[config.mk]
export PLATFORM = sky130hd
export DESIGN_NAME = mag_min_max_calibration_unit
export DESIGN_NICKNAME = d
export VERILOG_FILES = /design/src/design/mmc_pkg.sv /design/src/design/mag_min_max_calibration_unit.sv
export SDC_FILE = /design/constraint.sdc
export NUM_CORES = 1
export LEC_CHECK = 0
export ABC_CLOCK_PERIOD_IN_PS = 8000
export BUFFER_PORTS_ARGS = -buffer_cell sky130_fd_sc_hd__buf_2
export CAP_MARGIN = 20
export CORE_MARGIN = 1.5
export CORE_UTILIZATION = 30
export DETAILED_ROUTE_END_ITERATION = 7
export SETUP_SLACK_MARGIN = 0.02
export SLEW_MARGIN = 10
export SYNTH_ARGS = -nofsm -noshare
export SYNTH_HDL_FRONTEND = slang
export SYNTH_SLANG_ARGS = --single-unit
[constraint.sdc]
create_clock -name clk -period 8 [get_ports clk]
set_input_delay 0.8 -clock clk [delete_from_list [all_inputs] [get_ports clk]]
set_output_delay 0.8 -clock clk [all_outputs]
set_load 0.05 [all_outputs]
[src/design/mmc_pkg.sv]
// types and constants shared by the min/max calibration block
package mmc_pkg;

	localparam int DATA_W = 16;
	localparam logic [DATA_W-1:0] SAMPLES_RESET = 16'd1000;

	typedef struct packed {
		logic signed [DATA_W-1:0] x_sample;
		logic signed [DATA_W-1:0] y_sample;
	} sample_t;

	typedef struct packed {
		logic signed [DATA_W-1:0] x_bias;
		logic signed [DATA_W-1:0] y_bias;
		logic        [DATA_W-1:0] x_scale;
		logic        [DATA_W-1:0] y_scale;
		logic                     range_error;
	} result_t;

endpackage

[src/design/mag_min_max_calibration_unit.sv]
// top level: per-axis min/max tracking, bit-serial divider and multiplier for scale and offset
// a sample that does not end a run is taken at once, back to back
// the sample that ends a run starts a busy phase before its result beat shows:
//   per axis a restoring division (one quotient bit a cycle), then
//   per axis a shift-add multiplication (one scale bit a cycle), then one load
// sample_stall stays high during that time and, at its end, until a previous result beat is taken
// arst_n clears extrema, sample counter and control; samples_per_run resets to 1000
module mag_min_max_calibration_unit (
	input  logic            clk,
	input  logic            arst_n,
	input  logic            sample_valid,
	output logic            sample_stall,
	input  mmc_pkg::sample_t sample,
	output logic            result_valid,
	input  logic            result_stall,
	output mmc_pkg::result_t result,
	input  logic            cfg_valid,
	output logic            cfg_ready,
	input  logic [mmc_pkg::DATA_W-1:0] cfg_data
);

	localparam int W     = mmc_pkg::DATA_W;
	localparam int ACC_W = 2 * W + 2;
	localparam int CNT_W = $clog2(W);

	localparam logic [2:0] S_IDLE  = 3'd0;
	localparam logic [2:0] S_LOAD  = 3'd1;
	localparam logic [2:0] S_DIV   = 3'd2;
	localparam logic [2:0] S_SCALE = 3'd3;
	localparam logic [2:0] S_MLOAD = 3'd4;
	localparam logic [2:0] S_MUL   = 3'd5;
	localparam logic [2:0] S_MSAT  = 3'd6;
	localparam logic [2:0] S_DONE  = 3'd7;

	localparam logic [CNT_W-1:0] CNT_LAST = CNT_W'(W - 1);
	localparam logic signed [W-1:0] SAT_MAX = {1'b0, {(W-1){1'b1}}};
	localparam logic signed [W-1:0] SAT_MIN = {1'b1, {(W-1){1'b0}}};

	logic [2:0]       state_q;
	logic             ph_q;
	logic [CNT_W-1:0] cnt_q;
	logic [W-1:0]     spr_q;
	logic [W-1:0]     run_count_q;
	logic signed [W-1:0] x_hi_q, x_lo_q, y_hi_q, y_lo_q;
	logic             result_valid_q;

	logic [W-1:0]     dvd_q, dsr_q, rem_q;
	logic signed [ACC_W-1:0] mcand_q, acc_q;
	logic [W-1:0]     mplr_q;
	logic [W-1:0]     xs_q, ys_q;
	logic signed [W-1:0] xo_q, yo_q;
	logic             err_q;
	mmc_pkg::result_t result_q;

	logic             take;
	logic [W-1:0]     count_next;
	logic             run_end;
	logic [W-1:0]     x_rng, y_rng;
	logic signed [W:0] x_diff, y_diff;
	logic [W+1:0]     trial;
	logic             qbit;
	logic [W-1:0]     scale_val;
	logic             dsr_zero;
	logic             sat_ovf;
	logic signed [W-1:0] sat_val;

	assign take         = sample_valid && !sample_stall;
	assign sample_stall = (state_q != S_IDLE);
	assign cfg_ready    = 1'b1;
	assign result_valid = result_valid_q;
	assign result       = result_q;

	assign count_next = run_count_q + 1'b1;
	assign run_end    = (count_next >= spr_q);

	assign x_rng  = W'(x_hi_q - x_lo_q);
	assign y_rng  = W'(y_hi_q - y_lo_q);
	assign x_diff = $signed({2'b00, x_rng[W-1:1]}) - $signed({x_hi_q[W-1], x_hi_q});
	assign y_diff = $signed({2'b00, y_rng[W-1:1]}) - $signed({y_hi_q[W-1], y_hi_q});

	assign trial     = {1'b0, rem_q, dvd_q[W-1]} - {2'b00, dsr_q};
	assign qbit      = !trial[W+1];
	assign dsr_zero  = (dsr_q == '0);
	assign scale_val = (dsr_zero || dvd_q == '0) ? W'(1) : dvd_q;

	assign sat_ovf = !((&acc_q[ACC_W-1:W-1]) || !(|acc_q[ACC_W-1:W-1]));
	assign sat_val = sat_ovf ? (acc_q[ACC_W-1] ? SAT_MIN : SAT_MAX) : acc_q[W-1:0];

	// control, extrema and counter
	always_ff @(posedge clk or negedge arst_n) begin
		if (!arst_n) begin
			state_q        <= S_IDLE;
			ph_q           <= 1'b0;
			cnt_q          <= '0;
			spr_q          <= mmc_pkg::SAMPLES_RESET;
			run_count_q    <= '0;
			x_hi_q         <= '0;
			x_lo_q         <= '0;
			y_hi_q         <= '0;
			y_lo_q         <= '0;
			result_valid_q <= 1'b0;
		end else begin
			if (cfg_valid && cfg_ready) begin
				spr_q <= cfg_data;
			end
			if (result_valid_q && !result_stall && state_q != S_DONE) begin
				result_valid_q <= 1'b0;
			end
			case (state_q)
				S_IDLE: begin
					if (take) begin
						if (sample.x_sample < x_lo_q) begin
							x_lo_q <= sample.x_sample;
						end else if (sample.x_sample > x_hi_q) begin
							x_hi_q <= sample.x_sample;
						end
						if (sample.y_sample < y_lo_q) begin
							y_lo_q <= sample.y_sample;
						end else if (sample.y_sample > y_hi_q) begin
							y_hi_q <= sample.y_sample;
						end
						if (run_end) begin
							run_count_q <= '0;
							ph_q        <= 1'b0;
							state_q     <= S_LOAD;
						end else begin
							run_count_q <= count_next;
						end
					end
				end
				S_LOAD: begin
					cnt_q   <= '0;
					state_q <= S_DIV;
				end
				S_DIV: begin
					cnt_q <= cnt_q + 1'b1;
					if (cnt_q == CNT_LAST) begin
						state_q <= S_SCALE;
					end
				end
				S_SCALE: begin
					ph_q    <= !ph_q;
					state_q <= ph_q ? S_MLOAD : S_LOAD;
				end
				S_MLOAD: begin
					cnt_q   <= '0;
					state_q <= S_MUL;
				end
				S_MUL: begin
					cnt_q <= cnt_q + 1'b1;
					if (cnt_q == CNT_LAST) begin
						state_q <= S_MSAT;
					end
				end
				S_MSAT: begin
					ph_q    <= !ph_q;
					state_q <= ph_q ? S_DONE : S_MLOAD;
				end
				S_DONE: begin
					if (!result_valid_q || !result_stall) begin
						result_valid_q <= 1'b1;
						state_q        <= S_IDLE;
					end
				end
				default: begin
					state_q <= S_IDLE;
				end
			endcase
		end
	end

	// serial datapath
	always_ff @(posedge clk) begin
		case (state_q)
			S_LOAD: begin
				dvd_q <= ph_q ? x_rng : y_rng;
				dsr_q <= ph_q ? y_rng : x_rng;
				rem_q <= '0;
			end
			S_DIV: begin
				if (qbit) begin
					rem_q <= trial[W-1:0];
				end else begin
					rem_q <= {rem_q[W-2:0], dvd_q[W-1]};
				end
				dvd_q <= {dvd_q[W-2:0], qbit};
			end
			S_SCALE: begin
				if (ph_q) begin
					ys_q  <= scale_val;
					err_q <= err_q || dsr_zero;
				end else begin
					xs_q  <= scale_val;
					err_q <= dsr_zero;
				end
			end
			S_MLOAD: begin
				mcand_q <= ACC_W'(ph_q ? y_diff : x_diff);
				mplr_q  <= ph_q ? ys_q : xs_q;
				acc_q   <= '0;
			end
			S_MUL: begin
				if (mplr_q[0]) begin
					acc_q <= acc_q + mcand_q;
				end
				mcand_q <= mcand_q <<< 1;
				mplr_q  <= mplr_q >> 1;
			end
			S_MSAT: begin
				if (ph_q) begin
					yo_q <= sat_val;
				end else begin
					xo_q <= sat_val;
				end
			end
			S_DONE: begin
				if (!result_valid_q || !result_stall) begin
					result_q.x_bias      <= xo_q;
					result_q.y_bias      <= yo_q;
					result_q.x_scale     <= xs_q;
					result_q.y_scale     <= ys_q;
					result_q.range_error <= err_q;
				end
			end
			default: begin
			end
		endcase
	end

endmodule

### Word-level counts from Yosys, hierarchy flattened

Cells that the tools add are included.

* output and inout bits: 68
* register bits after elaboration: 367
* input port bits: 53
* logic and storage cells: 127

* bitwise gates (word level): 3
* reduce and logical (&&, ||, !) cells: 39
* equal/unequal tests: 15
* add/sub/neg operators: 8
* magnitude comparators: 5
* multiplexer cells: 31

Operators by type and width (count)
* $pmux W34 S2: 2
* $mux W16: 8
* $pmux W16 S2: 3
* $mux W34: 2
* $add A34 B34 Y34: 1
* $sub A16 B16 Y17: 2
* $gt A16 B16 Y1: 2
* $logic_not A16 Y1: 2
* $lt A16 B16 Y1: 2
* $sub A16 B16 Y16: 2
* $pmux W3 S8: 1
* $reduce_and A19 Y1: 1
* $reduce_or A19 Y1: 1
* $mux W3: 6
* $sub A17 B16 Y18: 1
* $add A16 B1 Y16 const B: 1
* $ge A16 B16 Y1: 1
* $reduce_and A2 Y1: 7
* $eq A3 B3 Y1 const B: 4
* $ne A2 B2 Y1 const B: 6
* $reduce_and A3 Y1: 3
* $pmux W4 S2: 1
* $reduce_and A4 Y1: 2
* $reduce_bool A2 Y1: 4
* other kinds (16): 36

### Logic depth before layout (Yosys ltp)

* word-level depth: 6
* mapped depth: 21
* gate-level depth less buffers: 19

### Worst setup path before layout

OpenSTA, ideal clock, no wires.

* path type: flip-flop to flip-flop
* from: register state_q[0]
* to: register result_q, in the netlist result[0], enable pin
* arrival: 4.244 ns
* required time: 7.489 ns
* path buffers: 2
* period minus slack after synthesis: 4.755 ns
* stages on the path, launching flop included: 5
* setup time: 0.511 ns
* setup slack: 3.245 ns
* path through: dfrtp_1 -> clkbuf_1 -> buf_1 -> nand3_1 -> a21oi_1

* word-level cells in the longest chain between the ends: 2

RTL lines
* start: declaration: RTL line mag_min_max_calibration_unit.sv:39 `logic [2:0] state_q;`
* start signal: assignment: RTL line mag_min_max_calibration_unit.sv:143 `state_q <= ph_q ? S_MLOAD : S_LOAD;`
* start signal: assignment: RTL line mag_min_max_calibration_unit.sv:157 `state_q <= ph_q ? S_DONE : S_MLOAD;`
* $eq A3 B3 Y1: RTL line mag_min_max_calibration_unit.sv:174 `case (state_q)`
* $reduce_and A2 Y1 (no line)
* end: declaration: RTL line mag_min_max_calibration_unit.sv:53 `mmc_pkg::result_t result_q;`

Every way passes these cells.
A chain may end at the register's enable or synchronous reset.

### Worst setup path in the final report

* from: register y_hi_q[0]
* to: register mcand_q[19], data pin

* word-level cells in the longest chain between the ends: 4

RTL lines
* start: declaration: RTL line mag_min_max_calibration_unit.sv:44 `logic signed [W-1:0] x_hi_q, x_lo_q, y_hi_q, y_lo_q;`
* start signal: assignment: RTL line mag_min_max_calibration_unit.sv:120 `y_hi_q <= sample.y_sample;`
* $sub A16 B16 Y16: RTL line mag_min_max_calibration_unit.sv:77 `assign y_rng = W'(y_hi_q - y_lo_q);`
* $sub A16 B16 Y17 (*): RTL line mag_min_max_calibration_unit.sv:79 `assign y_diff = $signed({2'b00, y_rng[W-1:1]}) - $signed({y_hi_q[W-1], y_hi_q});`
* $mux W34 (*): RTL line mag_min_max_calibration_unit.sv:198 `mcand_q <= ACC_W'(ph_q ? y_diff : x_diff);`
* $pmux W34 S2 (*): RTL line mag_min_max_calibration_unit.sv:174
* end signal: assignment: RTL line mag_min_max_calibration_unit.sv:198
* end signal: assignment: RTL line mag_min_max_calibration_unit.sv:206 `mcand_q <= mcand_q <<< 1;`
* end: declaration: RTL line mag_min_max_calibration_unit.sv:48 `logic signed [ACC_W-1:0] mcand_q, acc_q;`

Every way passes the cells marked *; elsewhere a longest branch is shown, timed or not.

==> flow_results.xml <==
<?xml version="1.0" encoding="UTF-8"?>
<metrics>
  <group name="worst_hold_path">
    <metric name="hold_path_class" unit="">primary input to async pin</metric>
  </group>
  <group name="place">
    <metric name="post-dp-hpwl" unit="mm">42.4</metric>
    <metric name="port_buffers" unit="">119</metric>
    <metric name="finalWeightedCongestion" unit="">0.889</metric>
  </group>
  <group name="clock_tree">
    <metric name="ctsHoldBuffers" unit="">0</metric>
    <metric name="cts.repair_timing.setup_buffer_count" unit="">0</metric>
    <metric name="maximum_clock_insertion_buffer_count" unit="">3</metric>
    <metric name="cts_htree_levels" unit="">2</metric>
    <metric name="cts_buffers" unit="">42</metric>
    <metric name="post_cts.resized_instances" unit="">0</metric>
    <metric name="worst_skew_pair.late_latency" unit="ns">0.61</metric>
    <metric name="clk_root_buffer_cell" unit="">clkbuf_16</metric>
    <metric name="path_clk_slew" unit="ns">0.06</metric>
    <metric name="numClockSinks" unit="">367</metric>
    <metric name="cts_tree" unit="">built</metric>
  </group>
  <group name="setup_path">
    <metric name="worstPathMaxFanout" unit="">18</metric>
    <metric name="crit_path_start_kind" unit="">flip-flop</metric>
    <metric name="path_class" unit="">flip-flop to flip-flop</metric>
    <metric name="worst-endpoint-required" unit="ns">8.45</metric>
    <metric name="critical_path_arrival" unit="ns">5.33</metric>
    <metric name="kind_of_end_point_of_the_critical_path" unit="">flip-flop</metric>
  </group>
  <group name="cells_and_area">
    <metric name="final_net_count" unit="">2389</metric>
    <metric name="post_route_cells_drive_above_1_share" unit="">0.145</metric>
    <metric name="final_core_util" unit="">0.348</metric>
    <metric name="flow.area_growth_from_synthesis" unit="%">14.7</metric>
    <metric name="flip_flop_count_of_the_largest_register_after_layout" unit="">65</metric>
  </group>
  <group name="sta">
    <metric name="report.final.hold_viol_count" unit="">0</metric>
    <metric name="worst-slew-pin-transition" unit="ns">0.931</metric>
    <metric name="slew_violations" unit="">0</metric>
    <metric name="totalNegativeSetupSlack" unit="ns">0</metric>
    <metric name="clock.fmax" unit="MHz">205</metric>
    <metric name="setup_viol" unit="">0</metric>
    <metric name="fin_crit" unit="ns">4.88</metric>
    <metric name="timing.clock.skew" unit="ns">0.0383</metric>
    <metric name="rsz0062_at_grt" unit="">no</metric>
    <metric name="slew_headroom" unit="">0.379</metric>
    <metric name="fin_crit_sh" unit="">0.611</metric>
    <metric name="holdWs" unit="ns">0.283</metric>
  </group>
  <group name="global_routing">
    <metric name="globalRoute.totalOverflow" unit="">0</metric>
    <metric name="grt_start_max_net_pins" unit="">69</metric>
    <metric name="antenna_violations_before_repair" unit="">10</metric>
    <metric name="globalRouteTotalUtil" unit="">0.147</metric>
    <metric name="grt_pass1_wl" unit="mm">86.4</metric>
    <metric name="grt_pass1_vias" unit="">15600</metric>
  </group>
  <group name="floorplanning">
    <metric name="pin_count" unit="">121</metric>
    <metric name="initial_core_utilization" unit="">0.303</metric>
    <metric name="die_area" unit="µm²">74000</metric>
    <metric name="core_area" unit="µm²">71600</metric>
    <metric name="rows" unit="">98</metric>
    <metric name="die_y" unit="µm">272</metric>
    <metric name="die_w" unit="µm">272</metric>
  </group>
  <group name="route">
    <metric name="detail_route.drc_violations" unit="">0</metric>
    <metric name="drtIter0Drc" unit="">1057</metric>
    <metric name="firstDrtPassIters" unit="">5</metric>
    <metric name="wl_per_cell" unit="µm">17.7</metric>
    <metric name="final_antenna_net_count" unit="">0</metric>
    <metric name="route.detailed.vias_per_inst" unit="">5.00</metric>
    <metric name="vias" unit="">15600</metric>
    <metric name="wl" unit="mm">55.1</metric>
  </group>
  <group name="logic_synthesis">
    <metric name="synth-async-reset-ratio" unit="">0.286</metric>
    <metric name="ys.flop_type" unit="">edfxtp_1</metric>
    <metric name="yosysTopAreaCell" unit="">edfxtp_1</metric>
    <metric name="yosys.cell_count.top_type" unit="">edfxtp_1</metric>
    <metric name="netlist-cell-type-count" unit="">75</metric>
    <metric name="synth_common_cells" unit="">edfxtp_1, ha_1, nand2_1</metric>
    <metric name="synth_warnings" unit="">0</metric>
    <metric name="synth_area" unit="µm²">21700</metric>
    <metric name="seq_area_frac_synth" unit="">0.483</metric>
    <metric name="yosys_register_bits" unit="">367</metric>
    <metric name="syn_inst" unit="">2019</metric>
    <metric name="netlist_top_cells_area" unit="">edfxtp_1, dfrtp_1, ha_1</metric>
    <metric name="yosysTopAreaCellShare" unit="">0.362</metric>
    <metric name="synthesis.nets" unit="">2267</metric>
    <metric name="synth-edff-count" unit="">262</metric>
    <metric name="postSynthAreaPerCell" unit="µm²">10.8</metric>
  </group>
  <group name="status">
    <metric name="status" unit="">completed</metric>
  </group>
  <group name="flow_run">
    <metric name="max_cap_violations" unit="">0</metric>
  </group>
</metrics>
## logic make-up (layout without fill, tap and decap cells)
| kind of cell | after synthesis | in the layout | synth area share |
|---|---|---|---|
| flops | 367 | 367 | 0.483 |
| buf+inv | 193 | 346 | 0.0349 |
| other cells | 1 | 3 | 0.000173 |
| mux | 116 | 116 | 0.0594 |
| simple gates | 541 | 541 | 0.119 |
| xor+xnor | 91 | 91 | 0.0367 |
| fa+ha+maj | 195 | 195 | 0.114 |
| compound gates | 515 | 515 | 0.152 |
## final timing paths
| check | start | end | slack (ns) | cells after the start |
|---|---|---|---|---|
| worst min-delay path | arst_n | result_valid | 0.28 | 1 |
| max in group asynchronous | arst_n | y_lo_q[1] | 6.51 | 2 |
| min in group clk | yo_q[10] | result[43] | 0.41 | 0 |
| worst max register to register | y_hi_q[0] | mcand_q[19] | 3.12 | 18 |
| worst min register to register | yo_q[10] | result[43] | 0.41 | 0 |
| worst max-delay path | y_hi_q[0] | mcand_q[19] | 3.12 | 18 |
## routing by layer
metal  vias to the layer above  GRT usage  share of wire
met3                        84     0.0239          0.043
met2                       310      0.245           0.47
met5                         -          0         0.0014
met1                      7545      0.195           0.46
met4                        14     0.0423          0.023
li1                       7670          -              -
## critical path, cell delays in order, from the launching register on
cell,delay (ns)
dfrtp_1,0.40
inv_1,0.09
ha_1,0.17
inv_1,0.06
fa_1,0.42
a211oi_1,0.30
o21a_1,0.18
o21ai_0,0.09
a21oi_1,0.35
xnor2_1,0.23
ha_1,0.37
a21o_1,0.21
a21o_1,0.18
a211oi_1,0.23
o31a_1,0.23
o21ai_0,0.16
a2111oi_0,0.52
a31o_2,0.43
a21o_1,0.13
## stage by stage
stage | setup slack (ns) | cell area (µm²) | instances
2_1_floorplan | 3.24 | 21700 | 2019
3_3_place_gp | 3.29 | 23500 | 3045
3_5_place_dp | 3.21 | 23500 | 3046
4_1_cts | 3.12 | 24900 | 3121
5_1_grt | 2.83 | 24900 | 3124
6_report | 3.12 | 24900 | 3124
## cell usage in the layout, fill, tap and decap left out, drive strengths merged, types with 46 or more instances in the layout
cell type and n:
inv 133, dfrtp 99, clkbuf 46, ha 189
buf 139, a21o 98, nor2 125, xnor2 54
nand2 167, a21oi 111, nand3 52, o21ai 147
edfxtp 262, mux2 76
## area by class of cell
type,count,area (µm²)
Tap cell,950,1190
Antenna cell,2,5.00
Fill cell,7168,46700
Timing Repair Buffer,139,768
Clock buffer,46,1090
Clock inverter,29,340
Sequential cell,367,10500
Inverter,132,495
Multi-Input combinational cell,1459,10500
Power is not shown: default switching activity piles up to over one toggle a cycle in this logic, so the estimate is an artifact.
